[config.mk]
export PLATFORM = sky130hd
export DESIGN_NAME = skat_cell
export DESIGN_NICKNAME = d
export VERILOG_FILES = /design/src/rtl/core/skat_pkg.sv /design/src/rtl/core/skat_cell.sv
export SDC_FILE = /design/constraint.sdc
export NUM_CORES = 1
export LEC_CHECK = 0
export CORE_MARGIN = 1.5
export CORE_UTILIZATION = 23
export CTS_CLUSTER_SIZE = 16
export DETAILED_ROUTE_END_ITERATION = 6
export DONT_BUFFER_PORTS = 1
export GPL_TIMING_DRIVEN = 1
export HOLD_SLACK_MARGIN = 0.15
export SLEW_MARGIN = 20
export SYNTH_ARGS = -nofsm -noshare
export SYNTH_HDL_FRONTEND = slang
export SYNTH_SLANG_ARGS = --single-unit
[constraint.sdc]
create_clock -name aclk -period 7.41 [get_ports aclk]
set_clock_uncertainty 0.2 [all_clocks]
set_input_delay 0.741 -clock aclk [delete_from_list [all_inputs] [get_ports aclk]]
set_output_delay 0.741 -clock aclk [all_outputs]
set_load 0.01 [all_outputs]
[src/rtl/core/skat_pkg.sv]
`timescale 1ns / 1ps
// Shared types and constants for the sorted key/address table.
// Used by skat_cell, skat_ctrl, the top level and the checker; depends on nothing.
package skat_pkg;

    // Table geometry
    localparam int CAPACITY = 64;
    localparam int CNT_W    = $clog2(CAPACITY + 1);
    localparam int KEY_W    = 32;
    localparam int ADDR_W   = 64;
    localparam int CFG_W    = 7;
    localparam int LIM_W    = (CNT_W > CFG_W) ? CNT_W : CFG_W;
    localparam int STAT_W   = 3;
    localparam int OCNT_W   = 7;

    // Stream payload widths
    localparam int S_DATA_W = 96;
    localparam int M_DATA_W = 80;

    // Configuration port
    localparam int PADDR_W  = 3;
    localparam int PDATA_W  = 32;
    localparam logic [PADDR_W-3:0] REG_MAX_ENTRIES = 1'b0;
    localparam logic [CFG_W-1:0]   MAX_ENTRIES_RST = 7'd64;

    // Action codes
    localparam logic ACT_INSERT = 1'b0;
    localparam logic ACT_LOOKUP = 1'b1;

    // Status codes
    localparam logic [STAT_W-1:0] ST_OK      = 3'd0;
    localparam logic [STAT_W-1:0] ST_FULL    = 3'd1;
    localparam logic [STAT_W-1:0] ST_DUP     = 3'd2;
    localparam logic [STAT_W-1:0] ST_EMPTY   = 3'd3;
    localparam logic [STAT_W-1:0] ST_MISSING = 3'd4;

    // Kind of token riding down the cell chain
    typedef enum logic [2:0] {
        TK_IDLE,
        TK_INSERT,
        TK_SHIFT,
        TK_LOOKUP,
        TK_DONE
    } tok_kind_t;

    // Token handed from cell to cell
    typedef struct packed {
        tok_kind_t           kind;
        logic                is_insert;
        logic [STAT_W-1:0]   status;
        logic [KEY_W-1:0]    key;
        logic [ADDR_W-1:0]   addr;
        logic [CNT_W-1:0]    remain;
    } tok_t;

    // Finished result
    typedef struct packed {
        logic [OCNT_W-1:0]   count;
        logic [ADDR_W-1:0]   found;
        logic [STAT_W-1:0]   status;
    } res_t;

endpackage

[src/rtl/core/skat_cell.sv]
`timescale 1ns / 1ps
// One table slot: holds a key/address pair and processes the token passing by.
// Depends on skat_pkg.
module skat_cell (
    input  logic            aclk,
    input  logic            aresetn,
    input  skat_pkg::tok_t  tok_i,
    output skat_pkg::tok_t  tok_o
);

    logic [skat_pkg::KEY_W-1:0]  key_reg;
    logic [skat_pkg::ADDR_W-1:0] addr_reg;
    skat_pkg::tok_t              tok_reg;
    skat_pkg::tok_t              tok_next;
    logic                        wr_en;
    logic                        occupied;
    logic                        key_eq;
    logic                        key_lt;
    logic [skat_pkg::CNT_W-1:0]  rem_dec;

    assign occupied = (tok_i.remain != '0);
    assign key_eq   = (key_reg == tok_i.key);
    assign key_lt   = (key_reg < tok_i.key);
    assign rem_dec  = tok_i.remain - skat_pkg::CNT_W'(1);

    // Decide what this slot does with the incoming token
    always_comb begin
        tok_next = tok_i;
        wr_en    = 1'b0;
        case (tok_i.kind)
            skat_pkg::TK_INSERT: begin
                if (occupied && key_eq) begin
                    tok_next.kind   = skat_pkg::TK_DONE;
                    tok_next.status = skat_pkg::ST_DUP;
                    tok_next.addr   = '0;
                end else if (occupied && key_lt) begin
                    tok_next.remain = rem_dec;
                end else begin
                    // Take the new pair; push the old one up the chain
                    wr_en = 1'b1;
                    if (occupied) begin
                        tok_next.kind   = skat_pkg::TK_SHIFT;
                        tok_next.key    = key_reg;
                        tok_next.addr   = addr_reg;
                        tok_next.remain = rem_dec;
                    end else begin
                        tok_next.kind   = skat_pkg::TK_DONE;
                        tok_next.status = skat_pkg::ST_OK;
                        tok_next.addr   = '0;
                    end
                end
            end
            skat_pkg::TK_SHIFT: begin
                wr_en = 1'b1;
                if (occupied) begin
                    tok_next.key    = key_reg;
                    tok_next.addr   = addr_reg;
                    tok_next.remain = rem_dec;
                end else begin
                    tok_next.kind   = skat_pkg::TK_DONE;
                    tok_next.status = skat_pkg::ST_OK;
                    tok_next.addr   = '0;
                end
            end
            skat_pkg::TK_LOOKUP: begin
                if (occupied && key_eq) begin
                    tok_next.kind   = skat_pkg::TK_DONE;
                    tok_next.status = skat_pkg::ST_OK;
                    tok_next.addr   = addr_reg;
                end else if (occupied && key_lt && (rem_dec != '0)) begin
                    tok_next.remain = rem_dec;
                end else begin
                    // Past the key or past the last entry: no match
                    tok_next.kind   = skat_pkg::TK_DONE;
                    tok_next.status = skat_pkg::ST_MISSING;
                    tok_next.addr   = '0;
                end
            end
            default: begin
                tok_next = tok_i;
            end
        endcase
    end

    // Hold the slot contents
    always_ff @(posedge aclk) begin
        if (wr_en) begin
            key_reg  <= tok_i.key;
            addr_reg <= tok_i.addr;
        end
    end

    // Advance the token to the next slot
    always_ff @(posedge aclk) begin
        if (!aresetn) begin
            tok_reg.kind <= skat_pkg::TK_IDLE;
        end else begin
            tok_reg.kind <= tok_next.kind;
        end
        tok_reg.is_insert <= tok_next.is_insert;
        tok_reg.status    <= tok_next.status;
        tok_reg.key       <= tok_next.key;
        tok_reg.addr      <= tok_next.addr;
        tok_reg.remain    <= tok_next.remain;
    end

    assign tok_o = tok_reg;

endmodule

Word level (Yosys, flattened, before mapping):

Cells that the tools add are included.
W data, S select, Z words.

* register bits: 206
* latch bits: 0
* bits in writable memories: 0
* bits in read-only memories: 0
* input port bits: 112
* output and inout bits: 110
* logic and storage cells: 48
* memories kept: 0

* $add $sub $neg: 1
* multipliers: 0
* divide/modulo/power cells: 0
* magnitude comparators: 1
* equal/unequal tests: 4
* shifts and indexed selects: 0
* multiplexer cells: 29
* bitwise operators: 0
* reductions and logical operators: 5

Operator list (number)
* $mux W64: 4
* $pmux W71 S3: 1
* $mux W99: 1
* $mux W32: 2
* $pmux W32 S2: 1
* $mux W7: 5
* $eq A32 B32 Y1: 1
* $lt A32 B32 Y1: 1
* $mux W3: 10
* $pmux W3 S3: 2
* $reduce_bool A7 Y1: 2
* $sub A7 B1 Y7 const B: 1
* $eq A3 B2 Y1 const B: 2
* $eq A3 B1 Y1 const B: 1
* $logic_and A1 B1 Y1: 3
* $mux W1: 2
* $pmux W1 S2: 1

Longest topological paths before layout:

* depth after elaboration: 6
* depth in mapped cells: 12
* gate-level depth less buffers: 9

Least setup slack after synthesis:

Ideal clock, no wire load.

* path type: in2reg
* start point: input tok_i[85] (netlist name)
* end point: register addr_reg[0] (netlist name), enable pin
* setup time: 0.552 ns
* arrival: 6.121 ns
* data required time: 6.658 ns
* path slack: 0.538 ns
* stages: 8
* path buffers: 0
* path through: inv_1 ha_1 nand4_1 nor4_2 a21boi_1 o41a_2 nor3_2 nor2_1

* longest elaborated chain between the ends: 5
* elaborated cells between the ends (all ways): 7
* those cells by class: 1 x order compare; 1 x eq/ne; 3 x mux; 2 x reduce/logical

RTL lines
* from (decl): RTL line skat_cell.sv:7 `input skat_pkg::tok_t tok_i,`
* $lt A32 B32 Y1: RTL line skat_cell.sv:23 `assign key_lt = (key_reg < tok_i.key);`
* $logic_and A1 B1 Y1: RTL line skat_cell.sv:36 `end else if (occupied && key_lt) begin`
* $mux W1: RTL line skat_cell.sv:36
* $mux W1 *: RTL line skat_cell.sv:32 `if (occupied && key_eq) begin`
* $pmux W1 S2 *: RTL line skat_cell.sv:30 `case (tok_i.kind)`
* via wr_en: RTL line skat_cell.sv:15 `logic wr_en;`
* to (signal assigned): RTL line skat_cell.sv:89 `addr_reg <= tok_i.addr;`
* to (decl): RTL line skat_cell.sv:12 `logic [skat_pkg::ADDR_W-1:0] addr_reg;`

The timed path passes the listed nets; every way through them passes the cells marked *.
A chain may end at the register's enable or synchronous reset.

==> qor.csv <==
stage;metric;value;unit
route;DRT Wirelength;18710;um
sta;Slew @ Worst Pin;0.7827;ns
clock_tree;Clk Latency, worst-skew pair;0.52;ns
run;MaxCap Viol Count;0;
logic_synthesis;syn avg cell area;14.21;um2
logic_synthesis;library cells used by synthesis;51;
pwr;Leak;0.003904;uW
sta;highest clock rate;0.2491;GHz
place;detailed placement HPWL;11920;um
setup_path;critical-path cell list;ha_1 -> nand4_1 -> nor4_1 -> o41a_2 -> nor3_2 -> nor3_4 -> buf_4 -> mux2_1;
global_routing;initial antenna violation count;1;
sta;setup TNS;0;ns
die;Starting Density;0.2329;
cells_and_area;NumNets Final;794;
setup_path;data arrival time of the worst path;4.21;ns
cells_and_area;Syn-to-layout area delta;31.61;%
setup_path;critical path class;register to register;
setup_path;crit path launch type;register;
clock_tree;Clock Tree Root;clkbuf_16;
route;Routed Antenna Nets;0;
sta;Slew headroom;0.4734;
cells_and_area;Fillers;3214;
setup_path;worst reg2reg path startpoint;key_reg[30];
route;DR pass1 iterations;4;
pwr;peak supply drop;153.1;uV
logic_synthesis;Mapped Cells;532;
route;Residual DRC;0;
cells_and_area;Reg area;5085;um2
global_routing;total congestion overflow;0;
place;area of placed instances;8011;um2
sta;clock period minus worst slack;4.014;ns
clock_tree;Clock Sinks;206;
cells_and_area;Ant. Diodes;0;
clock_tree;CTS tree;built;
clock_tree;Inserted Clock Buffers;25;
sta;fin crit share;0.5417;
pwr;power density over the cells;281.6;nW/um2
logic_synthesis;Cell Area, Synth;7557;um2
place;port bufs;0;
cells_and_area;Largest register FFs;110;
sta;max-slew violations;0;
outcome;status;finished, final reports clean;
die;IO Pins;222;
global_routing;pin count of the biggest net entering global routing;74;
cells_and_area;post-route cell area;9946;um2
setup_path;CP max FO;20;
die;die area;33950;um2
cells_and_area;Multi-input gate area;2185;um2
setup_path;CP max stage cell;nor4_1;
setup_path;CP Buf/Inv Count;1;
min_path;HP Start;tok_i[64];
sta;RSZ-0062 raised after global routing;false;
logic_synthesis;EDFF count, synth;96;
die;Cell Rows;66;
logic_synthesis;Synthesized Nets;678;
cells_and_area;layout cell share with drive strength beyond 1;0.08709;
place;gp weighted congestion;0.7617;
die;die height;184.3;um
clock_tree;H-tree lvl count;1;
setup_path;CP endpoint kind;register;
route;vias per inst;4.225;
clock_tree;CTS clk-pin slew, worst paths;0.06;ns
die;total core area;32450;um2
logic_synthesis;register area share after synthesis;0.6728;
sta;setup violators final;0;
setup_path;Setup crit start;key_reg[30];
logic_synthesis;synth warn;0;
die;chip width;184.3;um
min_path;Tightest Hold Check Type;input port to register;
setup_path;Worst Path Required;7.60;ns
clock_tree;post-cts resize count;0;
logic_synthesis;number of synthesized register bits;206;
clock_tree;Clock Tree Buf Depth;3;
setup_path;CP delay by family, top;simple AND/OR/NAND/NOR gates;
route;wire per inst;16.89;um
logic_synthesis;ys async rst share;0;
route;DRT iter0 DRCs;235;
logic_synthesis;top_reg_cell synth;dfxtp_1;
setup_path;Critical Path Max Stage Delay;0.77;ns
route;vias;4681;
global_routing;vias in the first global route;4808;
global_routing;first-pass GRT wire length;28290;um
global_routing;overall track demand over capacity in global routing;0.1087;
sta;Fin. Hold Viols;0;
-- metrics by stage --
stage	worst slack (ns)	std cells	util	hold slack, ns	power [uW]
after global routing	3.123	1108	0.3065	0.1518	2924
after floorplan	0.5375	532	-	0.2418	1465
final	3.396	1108	0.3065	0.1752	2801
after CTS	3.339	1108	0.3065	0.1548	2855
after detailed placement	2.962	956	0.2469	0.2491	1502
after global placement	3.083	956	0.2469	0.2457	1502
-- cell usage after synthesis, types with 9 or more instances --
cell type,count,area share
edfxtp_1,96,0.38
nand4_1,9,0.0074
nor2_1,14,0.0070
ha_1,34,0.056
buf_2,9,0.0060
nand2_1,19,0.0094
dfxtp_1,110,0.29
a21oi_1,20,0.013
a22o_1,66,0.076
o21ai_0,13,0.0086
inv_1,39,0.019
mux2_1,30,0.045
-- metal layers --
metal,vias to the layer above,track usage,part of all wire
met4,0,0.03934,0.024
li1,2230,-,-
met2,216,0.1758,0.46
met1,2203,0.1305,0.40
met3,32,0.04268,0.11
met5,-,0,0
-- layout make-up --
cell class / instances / share of cell area
sequential: 206 / 0.5113
multi-input combinational: 265 / 0.2197
timing repair buffer: 111 / 0.1120
clock buffer: 31 / 0.06818
tap: 442 / 0.05560
clock inverter: 14 / 0.01862
inverter: 39 / 0.01472
-- report_power, final --
group	switching (uW)	internal, uW	total, uW
clock network	481	790	1270
logic	97.0	99.7	197
registers	60.5	1270	1330
total	638	2160	2800
-- what timing repair did --
item / 4_1_cts / 5_1_grt
setup buffers: 0 / 0
endpoints found under the hold margin: 198 / 0
hold buffers: 107 / 0
-- final timing paths --
path	endpoint	slack [ns]	cells past startpoint
worst min register to register	tok_o[59]	0.26	1
worst min-delay path	tok_o[64]	0.18	1
worst max-delay path	tok_o[100]	3.40	8
worst max register to register	tok_o[100]	3.40	8
-- worst reg2reg max path, delay by kind of cell, from the launching register on --
family,cells,cell delay (ns)
AOI/OAI and AO/OA,1,0.39
muxes,1,0.38
and+or+nand+nor,4,1.77
DFF,1,0.38
buffers and inverters,1,0.45
adders and majority gates,1,0.33
-- cells by family after synthesis --
kind of cell    Yosys count  share of synthesized area
compound gates          126                     0.1315
xor+xnor                  1                   0.001159
fa+ha+maj                34                    0.05629
buf+inv                  61                    0.04023
flops                   206                     0.6728
mux                      32                    0.04768
simple gates             72                    0.05033
-- cell usage in the layout (no fill, tap or decap), drive strengths merged, types with 4 or more instances in the layout --
cell,n
nor4,4
nor3,8
dfxtp,110
inv,41
nor2b,4
bufinv,4
clkinv,6
mux2,32
nand2,19
o21ai,15
dlygate4sd3,107
a21oi,20
nand3,6
buf,4
nand4,9
edfxtp,96
a22o,66
clkbuf,31
nor2,14
ha,34
Note: power is estimated with default switching activity, not from simulation.
