<file path="src/rtl/core/skat_pkg.sv">
`timescale 1ns / 1ps
// Shared types and constants for the sorted key/address table.
// Used by skat_cell, skat_ctrl, the top level and the checker; depends on nothing.
package skat_pkg;

    // Table geometry
    localparam int CAPACITY = 64;
    localparam int CNT_W    = $clog2(CAPACITY + 1);
    localparam int KEY_W    = 32;
    localparam int ADDR_W   = 64;
    localparam int CFG_W    = 7;
    localparam int LIM_W    = (CNT_W > CFG_W) ? CNT_W : CFG_W;
    localparam int STAT_W   = 3;
    localparam int OCNT_W   = 7;

    // Stream payload widths
    localparam int S_DATA_W = 96;
    localparam int M_DATA_W = 80;

    // Configuration port
    localparam int PADDR_W  = 3;
    localparam int PDATA_W  = 32;
    localparam logic [PADDR_W-3:0] REG_MAX_ENTRIES = 1'b0;
    localparam logic [CFG_W-1:0]   MAX_ENTRIES_RST = 7'd64;

    // Action codes
    localparam logic ACT_INSERT = 1'b0;
    localparam logic ACT_LOOKUP = 1'b1;

    // Status codes
    localparam logic [STAT_W-1:0] ST_OK      = 3'd0;
    localparam logic [STAT_W-1:0] ST_FULL    = 3'd1;
    localparam logic [STAT_W-1:0] ST_DUP     = 3'd2;
    localparam logic [STAT_W-1:0] ST_EMPTY   = 3'd3;
    localparam logic [STAT_W-1:0] ST_MISSING = 3'd4;

    // Kind of token riding down the cell chain
    typedef enum logic [2:0] {
        TK_IDLE,
        TK_INSERT,
        TK_SHIFT,
        TK_LOOKUP,
        TK_DONE
    } tok_kind_t;

    // Token handed from cell to cell
    typedef struct packed {
        tok_kind_t           kind;
        logic                is_insert;
        logic [STAT_W-1:0]   status;
        logic [KEY_W-1:0]    key;
        logic [ADDR_W-1:0]   addr;
        logic [CNT_W-1:0]    remain;
    } tok_t;

    // Finished result
    typedef struct packed {
        logic [OCNT_W-1:0]   count;
        logic [ADDR_W-1:0]   found;
        logic [STAT_W-1:0]   status;
    } res_t;

endpackage

</file>
<file path="src/rtl/core/skat_ctrl.sv">
`timescale 1ns / 1ps
// Front end and result stage: accepts items, launches tokens into the cell chain,
// keeps the entry count and limit register, and buffers results. Depends on skat_pkg.
module skat_ctrl (
    input  logic                             aclk,
    input  logic                             aresetn,
    // Input item
    input  logic                             s_tvalid,
    output logic                             s_tready,
    input  logic [skat_pkg::S_DATA_W-1:0]    s_tdata,
    input  logic                             s_tuser,
    // Result item
    output logic                             m_tvalid,
    input  logic                             m_tready,
    output logic [skat_pkg::M_DATA_W-1:0]    m_tdata,
    // Configuration
    input  logic                             psel,
    input  logic                             penable,
    input  logic                             pwrite,
    input  logic [skat_pkg::PADDR_W-1:0]     paddr,
    input  logic [skat_pkg::PDATA_W-1:0]     pwdata,
    output logic [skat_pkg::PDATA_W-1:0]     prdata,
    output logic                             pready,
    // Cell chain ends
    output skat_pkg::tok_t                   launch_o,
    input  skat_pkg::tok_t                   tok_end_i
);

    logic                          busy_reg;
    logic [skat_pkg::CNT_W-1:0]    count_reg;
    logic [skat_pkg::CFG_W-1:0]    max_reg;
    skat_pkg::tok_t                launch_reg;
    skat_pkg::tok_t                launch_next;
    logic                          out_valid_reg;
    skat_pkg::res_t                out_reg;
    logic                          skid_valid_reg;
    skat_pkg::res_t                skid_reg;

    logic                          accept;
    logic                          cfg_wr;
    logic [skat_pkg::LIM_W-1:0]    limit;
    logic                          is_full;
    logic                          res_valid;
    logic                          res_inc;
    logic [skat_pkg::CNT_W-1:0]    count_next;
    skat_pkg::res_t                res;
    logic                          take;

    assign accept   = s_tvalid && s_tready;
    assign s_tready = !busy_reg && !skid_valid_reg;
    assign pready   = 1'b1;
    assign cfg_wr   = psel && penable && pwrite && pready &&
                      (paddr[skat_pkg::PADDR_W-1:2] == skat_pkg::REG_MAX_ENTRIES);

    // Register read
    assign prdata = (paddr[skat_pkg::PADDR_W-1:2] == skat_pkg::REG_MAX_ENTRIES) ?
                    skat_pkg::PDATA_W'(max_reg) : '0;

    // Effective limit is the register clamped to the table size
    assign limit = (skat_pkg::LIM_W'(max_reg) > skat_pkg::LIM_W'(skat_pkg::CAPACITY)) ?
                   skat_pkg::LIM_W'(skat_pkg::CAPACITY) : skat_pkg::LIM_W'(max_reg);
    assign is_full = (skat_pkg::LIM_W'(count_reg) >= limit) ||
                     (count_reg >= skat_pkg::CNT_W'(skat_pkg::CAPACITY));

    // Build the token for an accepted item
    always_comb begin
        launch_next.kind      = skat_pkg::TK_IDLE;
        launch_next.is_insert = (s_tuser == skat_pkg::ACT_INSERT);
        launch_next.status    = skat_pkg::ST_OK;
        launch_next.key       = s_tdata[skat_pkg::KEY_W-1:0];
        launch_next.addr      = s_tdata[skat_pkg::KEY_W +: skat_pkg::ADDR_W];
        launch_next.remain    = count_reg;
        if (accept) begin
            if (s_tuser == skat_pkg::ACT_INSERT) begin
                if (is_full) begin
                    launch_next.kind   = skat_pkg::TK_DONE;
                    launch_next.status = skat_pkg::ST_FULL;
                    launch_next.addr   = '0;
                end else begin
                    launch_next.kind   = skat_pkg::TK_INSERT;
                end
            end else begin
                if (count_reg == '0) begin
                    launch_next.kind   = skat_pkg::TK_DONE;
                    launch_next.status = skat_pkg::ST_EMPTY;
                    launch_next.addr   = '0;
                end else begin
                    launch_next.kind   = skat_pkg::TK_LOOKUP;
                end
            end
        end
    end

    // Result leaving the end of the chain
    assign res_valid  = (tok_end_i.kind == skat_pkg::TK_DONE);
    assign res_inc    = tok_end_i.is_insert && (tok_end_i.status == skat_pkg::ST_OK);
    assign count_next = count_reg + skat_pkg::CNT_W'(res_inc);
    assign res.status = tok_end_i.status;
    assign res.found  = tok_end_i.addr;
    assign res.count  = skat_pkg::OCNT_W'(count_next);
    assign take       = out_valid_reg && m_tready;

    // Control state: busy flag, count, limit, launch token, output valids
    always_ff @(posedge aclk) begin
        if (!aresetn) begin
            busy_reg         <= 1'b0;
            count_reg        <= '0;
            max_reg          <= skat_pkg::MAX_ENTRIES_RST;
            launch_reg.kind  <= skat_pkg::TK_IDLE;
            out_valid_reg    <= 1'b0;
            skid_valid_reg   <= 1'b0;
        end else begin
            launch_reg.kind <= launch_next.kind;
            if (cfg_wr) begin
                max_reg <= pwdata[skat_pkg::CFG_W-1:0];
            end
            if (accept) begin
                busy_reg <= 1'b1;
            end else if (res_valid) begin
                busy_reg  <= 1'b0;
                count_reg <= count_next;
            end
            if (!out_valid_reg || take) begin
                if (skid_valid_reg) begin
                    out_valid_reg  <= 1'b1;
                    skid_valid_reg <= 1'b0;
                end else begin
                    out_valid_reg  <= res_valid;
                end
            end else if (res_valid) begin
                skid_valid_reg <= 1'b1;
            end
        end
        launch_reg.is_insert <= launch_next.is_insert;
        launch_reg.status    <= launch_next.status;
        launch_reg.key       <= launch_next.key;
        launch_reg.addr      <= launch_next.addr;
        launch_reg.remain    <= launch_next.remain;
    end

    // Result payload registers
    always_ff @(posedge aclk) begin
        if (!out_valid_reg || take) begin
            if (skid_valid_reg) begin
                out_reg <= skid_reg;
            end else if (res_valid) begin
                out_reg <= res;
            end
        end else if (res_valid) begin
            skid_reg <= res;
        end
    end

    assign launch_o = launch_reg;
    assign m_tvalid = out_valid_reg;
    assign m_tdata  = skat_pkg::M_DATA_W'(out_reg);

endmodule

</file>
<file path="config.mk">
export PLATFORM = sky130hd
export DESIGN_NAME = skat_ctrl
export DESIGN_NICKNAME = d
export VERILOG_FILES = /design/src/rtl/core/skat_pkg.sv /design/src/rtl/core/skat_ctrl.sv
export SDC_FILE = /design/constraint.sdc
export NUM_CORES = 1
export LEC_CHECK = 0
export ABC_AREA = 0
export BUFFER_PORTS_ARGS = -buffer_cell sky130_fd_sc_hd__buf_2
export CAP_MARGIN = 10
export CORE_ASPECT_RATIO = 0.5
export CORE_UTILIZATION = 30
export DETAILED_ROUTE_END_ITERATION = 12
export HOLD_SLACK_MARGIN = 0.06
export MAX_ROUTING_LAYER = met4
export PLACE_DENSITY_LB_ADDON = 0.25
export SKIP_CTS_REPAIR_TIMING = 1
export SYNTH_ARGS = -nofsm -noshare
export SYNTH_HDL_FRONTEND = slang
export SYNTH_SLANG_ARGS = --single-unit
</file>
<file path="constraint.sdc">
create_clock -name aclk -period 11.2 [get_ports aclk]
set_clock_uncertainty 0.05 [all_clocks]
set_input_delay 0 -clock aclk [delete_from_list [all_inputs] [get_ports aclk]]
set_output_delay 0 -clock aclk [all_outputs]
set_load 0.02 [all_outputs]
</file>
Word level (Yosys, flattened, before mapping)
Cells that the tools add are included.
- input port bits: 249
- logic and storage cells: 65
- output and inout port bits: 225
- register bits: 275
- $lt $le $gt $ge: 3
- reductions and logical operators: 21
- mux-type cells: 17
- add/sub/neg operators: 1
- bitwise operators: 5
- equal/unequal tests: 1
- operator list (cell ; count):
    two-way mux 64 bit ; 4
    two-way mux 74 bit ; 2
    two-way mux 7 bit ; 2
    two-way mux 3 bit ; 4
    AND reduction 2 bit ; 4
    adder 7 x 1 -> 7 bit ; 1
    >= comparator 7 bit ; 1
    >= comparator 7 bit (second input constant) ; 1
    > comparator 7 bit (second input constant) ; 1
    logical AND 1 bit ; 7
    logical NOT 7 bit ; 1
    NOT 1 bit ; 5
    two-way mux 1 bit ; 4
    nonzero test 2 bit ; 2
    equality test 3 bit (second input constant) ; 1
    logical NOT 1 bit ; 3
    logical NOT 3 bit ; 1
    logical OR 1 bit ; 2
    two-way mux 2 bit ; 1
    OR reduction 2 bit ; 1

Depth between registers and ports, before layout
- depth after elaboration: 7
- gate-level depth with buffers: 9
- mapped depth without buffers: 7

Least setup slack after synthesis
No wires, ideal clock.
- path type: reg-to-reg
- start point: register skid_valid_reg
- end point: register out_reg (netlist bit m_tdata[0]), enable pin
- period minus slack after synthesis: 4.759 ns
- stages on the path, launching flop included: 5
- setup slack: 6.441 ns
- buffers on the path: 2
- library setup time: 0.515 ns
- arrival: 4.195 ns
- data required time: 10.635 ns
- cells stage by stage: dfxtp_1 -> clkbuf_1 -> clkbuf_1 -> nor2_1 -> nor2b_1
- longest elaborated chain between the ends: 2
- RTL lines (item ; RTL line ; RTL):
    from (decl) ; skat_ctrl.sv:36 ; logic skid_valid_reg;
    from (signal assigned) ; skat_ctrl.sv:111 ; skid_valid_reg <= 1'b0;
    from (signal assigned) ; skat_ctrl.sv:126 ; skid_valid_reg <= 1'b0;
    from (signal assigned) ; skat_ctrl.sv:131 ; skid_valid_reg <= 1'b1;
    nonzero test 2 bit (no line) ; -- ;
    AND reduction 2 bit (no line) ; -- ;
    to (signal assigned) ; skat_ctrl.sv:145 ; out_reg <= skid_reg;
    to (signal assigned) ; skat_ctrl.sv:147 ; out_reg <= res;
    to (decl) ; skat_ctrl.sv:35 ; skat_pkg::res_t out_reg;
No other way between the ends.
A chain may end at the register's enable or synchronous reset.

Worst setup path after layout
- start point: register count_reg[0] (netlist bit)
- end point: register launch_reg (netlist bit launch_o[103])
- longest elaborated chain between the ends: 4
- elaborated cells on any way between the ends: 7
- classes of those cells: order compare (2); mux (3); reduce/logical (2)
- RTL lines (item ; RTL line ; RTL):
    from (decl) ; skat_ctrl.sv:30 ; logic [skat_pkg::CNT_W-1:0] count_reg;
    from (signal assigned) ; skat_ctrl.sv:121 ; count_reg <= count_next;
    >= comparator 7 bit (on tied branches) ; skat_ctrl.sv:62, skat_ctrl.sv:63 ;
    logical OR 1 bit ; skat_ctrl.sv:62 ; assign is_full = (skat_pkg::LIM_W'(count_reg) >= limit) ||
    two-way mux 1 bit ; skat_ctrl.sv:75 ; if (is_full) begin
    two-way mux 3 bit * ; skat_ctrl.sv:74 ; if (s_tuser == skat_pkg::ACT_INSERT) begin
    to (decl) ; skat_ctrl.sv:32 ; skat_pkg::tok_t launch_reg;
Every way passes the cells marked *; elsewhere a longest branch is shown, timed or not.

==> qor.csv <==
metric,value,unit
r2r_slack,8.45,ns
hold_ws,0.06465,ns
antenna_found_initial,0,
clock_latency,0.55,ns
gp_congestion,0.7826,
wirelength,26550,um
area.growth.synth_to_final,54.75,%
htreeDepth,1,
switching_share,23.24,%
path_max_fanout,53,
rows,45,
setup_ws,8.446,ns
grt_pass1_wl,35700,um
syn_area_per_cell,14.74,um^2
crit_family,compound AO/OA/AOI/OAI gates,
slew_viol_final,0,
synth_edf_count,148,
max_freq,0.3631,GHz
status,finished clean,
total_power,2.254,mW
cts_tree,done,
maxCapViolations,0,
yosysWarningCount,0,
endpoint_kind,flop,
tightest_slew,1.073,ns
fin_crit_sh,24.59,%
initial_core_util,31.06,%
hold_viol,0,
wire_per_inst,15.79,um
slew_headroom,28.45,%
synth_cell_types,40,
postRouteAntennaNets,0,
core_area,30850,um^2
drt-initial-drc-count,286,
overflow,0,
p_int,1.730,mW
path_depth,7,
combinationalPowerShare,10.5,%
grt_pass1_vias,6348,
placed_area,11790,um^2
r2r_end,launch_o[103],
ys_async_sr_fraction,0,%
cts_inserted_buffers,26,
finalSetupTns,0,ns
critical_path_buf_inv_count,2,
crit_path_start,count_reg[0],
synth_top_cell_by_area,edfxtp_1,
clockRootBuffer,clkbuf_16,
min_period,2.754,ns
synth_seq_cells,274,
avgViaCountPerCell,4.272,
crit_chain,inv_1 > ha_1 > nand2b_1 > a2111oi_0 > o21ai_4 > buf_4 > and3_1,
rsz0062_at_grt,false,
io_buffers,374,
hold_class,primary input to flop,
crit_arrival,3.14,ns
die_area,32710,um^2
r2r_cells,7,
vias,7186,
final_common_cell,buf_2,
cp-endpoint,launch_o[103],
cts_buffer_depth,3,
syn_inst,650,
pin_count,474,
ys_top_cells_by_area,"edfxtp_1 (46%), dfxtp_1 (26%), mux2_2 (8.7%)",
hpwlAfterDp,16920,um
stdcell_area,14830,um^2
path_class,flop to flop,
ir_worst_vdd,0.09040,mV
place_ws,8.431,ns
drcViolationCount,0,
crit_required,11.59,ns
dr.pass1.iters,6,
die_w,254.8,um
fp.dieH,128.4,um
p_clk_share,40.6,%
clk_pin_slew_worst_paths,0.06,ns
final_cell_mix,"buf_2 (374), dlygate4sd3_1 (214), edfxtp_1 (148)",
synth_area,9584,um^2
largest_register_ffs,109,
total_leakage_power,6.482,nW
yosysSeqAreaShare,72.69,%
cpMaxStageDelayCell,a2111oi_0,
r2r_start,count_reg[0],
final_nets,1496,
critPathLaunchType,flop,
netlist.area_leader.share,46.37,%
drive_above_1_share,40.14,%
setup_viol,0,
pwr_density_cell,152.0,nW/um^2
grt_max_degree,78,
clkSinkCount,274,
p_seq_share,48.9,%
grt.total_usage,14.45,%
max_stage_delay,0.76,ns
synthFlopType,edfxtp_1,
p_sw,0.5238,mW
[cell families (layout without fill, tap and decap cells)]
| group | after synthesis | after routing | share of synthesized area (%) |
|---|---|---|---|
| compound gates | 75 | 75 | 5.000 |
| xor+xnor | 10 | 10 | 0.9139 |
| fa+ha+maj | 9 | 9 | 1.175 |
| buf+inv | 132 | 709 | 6.775 |
| flops | 274 | 274 | 72.69 |
| mux | 80 | 80 | 9.321 |
| other cells | 2 | 34 | 0.07836 |
| simple gates | 68 | 68 | 4.047 |
[Yosys cell counts, drive strengths merged (2+ instances only)]
cell type,n
a21oi,2
edfxtp,148
nand3,5
o21ai,2
clkbuf,25
or3,2
and3b,2
mux2,74
mux2i,6
nand2b,2
and3,2
xnor2,3
nand2,15
ha,9
dfxtp,126
a31oi,65
nor3b,3
nor3,3
xor2,7
and2,5
nor2,6
a21boi,3
conb,2
or3b,2
buf,40
nor2b,15
nor4,3
inv,66
[area by class of cell]
type	count	area (um^2)
multi-input combinational	275	2126
clock inverter	17	183.9
tap	423	529.3
sequential	274	6970
fill	2812	16020
timing repair buffer	594	4059
antenna	1	2.502
clock buffer	31	709.4
inverter	67	251.5
[how the worst min path moves through the flow]
stage	startpoint	end	slack, ns	cells past startpoint
4_1_cts	s_tdata[28]	launch_o[99]	-0.52	1
3_5_place_dp	s_tdata[28]	launch_o[99]	0.05	1
6_report	s_tdata[14]	launch_o[85]	0.06	2
3_3_place_gp	s_tdata[20]	launch_o[91]	0.05	1
2_1_floorplan	s_tdata[29]	launch_o[100]	-0.02	0
5_1_grt	s_tdata[14]	launch_o[85]	0.05	2
[per-stage QoR]
stage,utilization (%),instances
finish,48.07,1682
global route,48.06,1681
CTS,41.12,1467
detailed placement,38.22,1419
global placement,38.22,1419
floorplan,-,681
[per-layer routing]
metal | track usage (%) | up-vias | routed length (um)
met5 | - | - | 0
met1 | 17.20 | 3531 | 10740
met3 | 2.306 | 59 | 767
li1 | - | 3428 | -
met2 | 24.79 | 168 | 14160
met4 | 5.319 | 0 | 879
[power by group through the flow]
stage                     sequential [mW]  clock (mW)  combinational (mW)
after global placement               1.12           0               0.176
after detailed placement             1.12           0               0.178
after CTS                            1.10       0.949               0.179
after global routing                 1.10       0.988               0.253
after floorplan                      1.17           0              0.0629
final                                1.10       0.916               0.236
(Power assumes the default switching activity.)
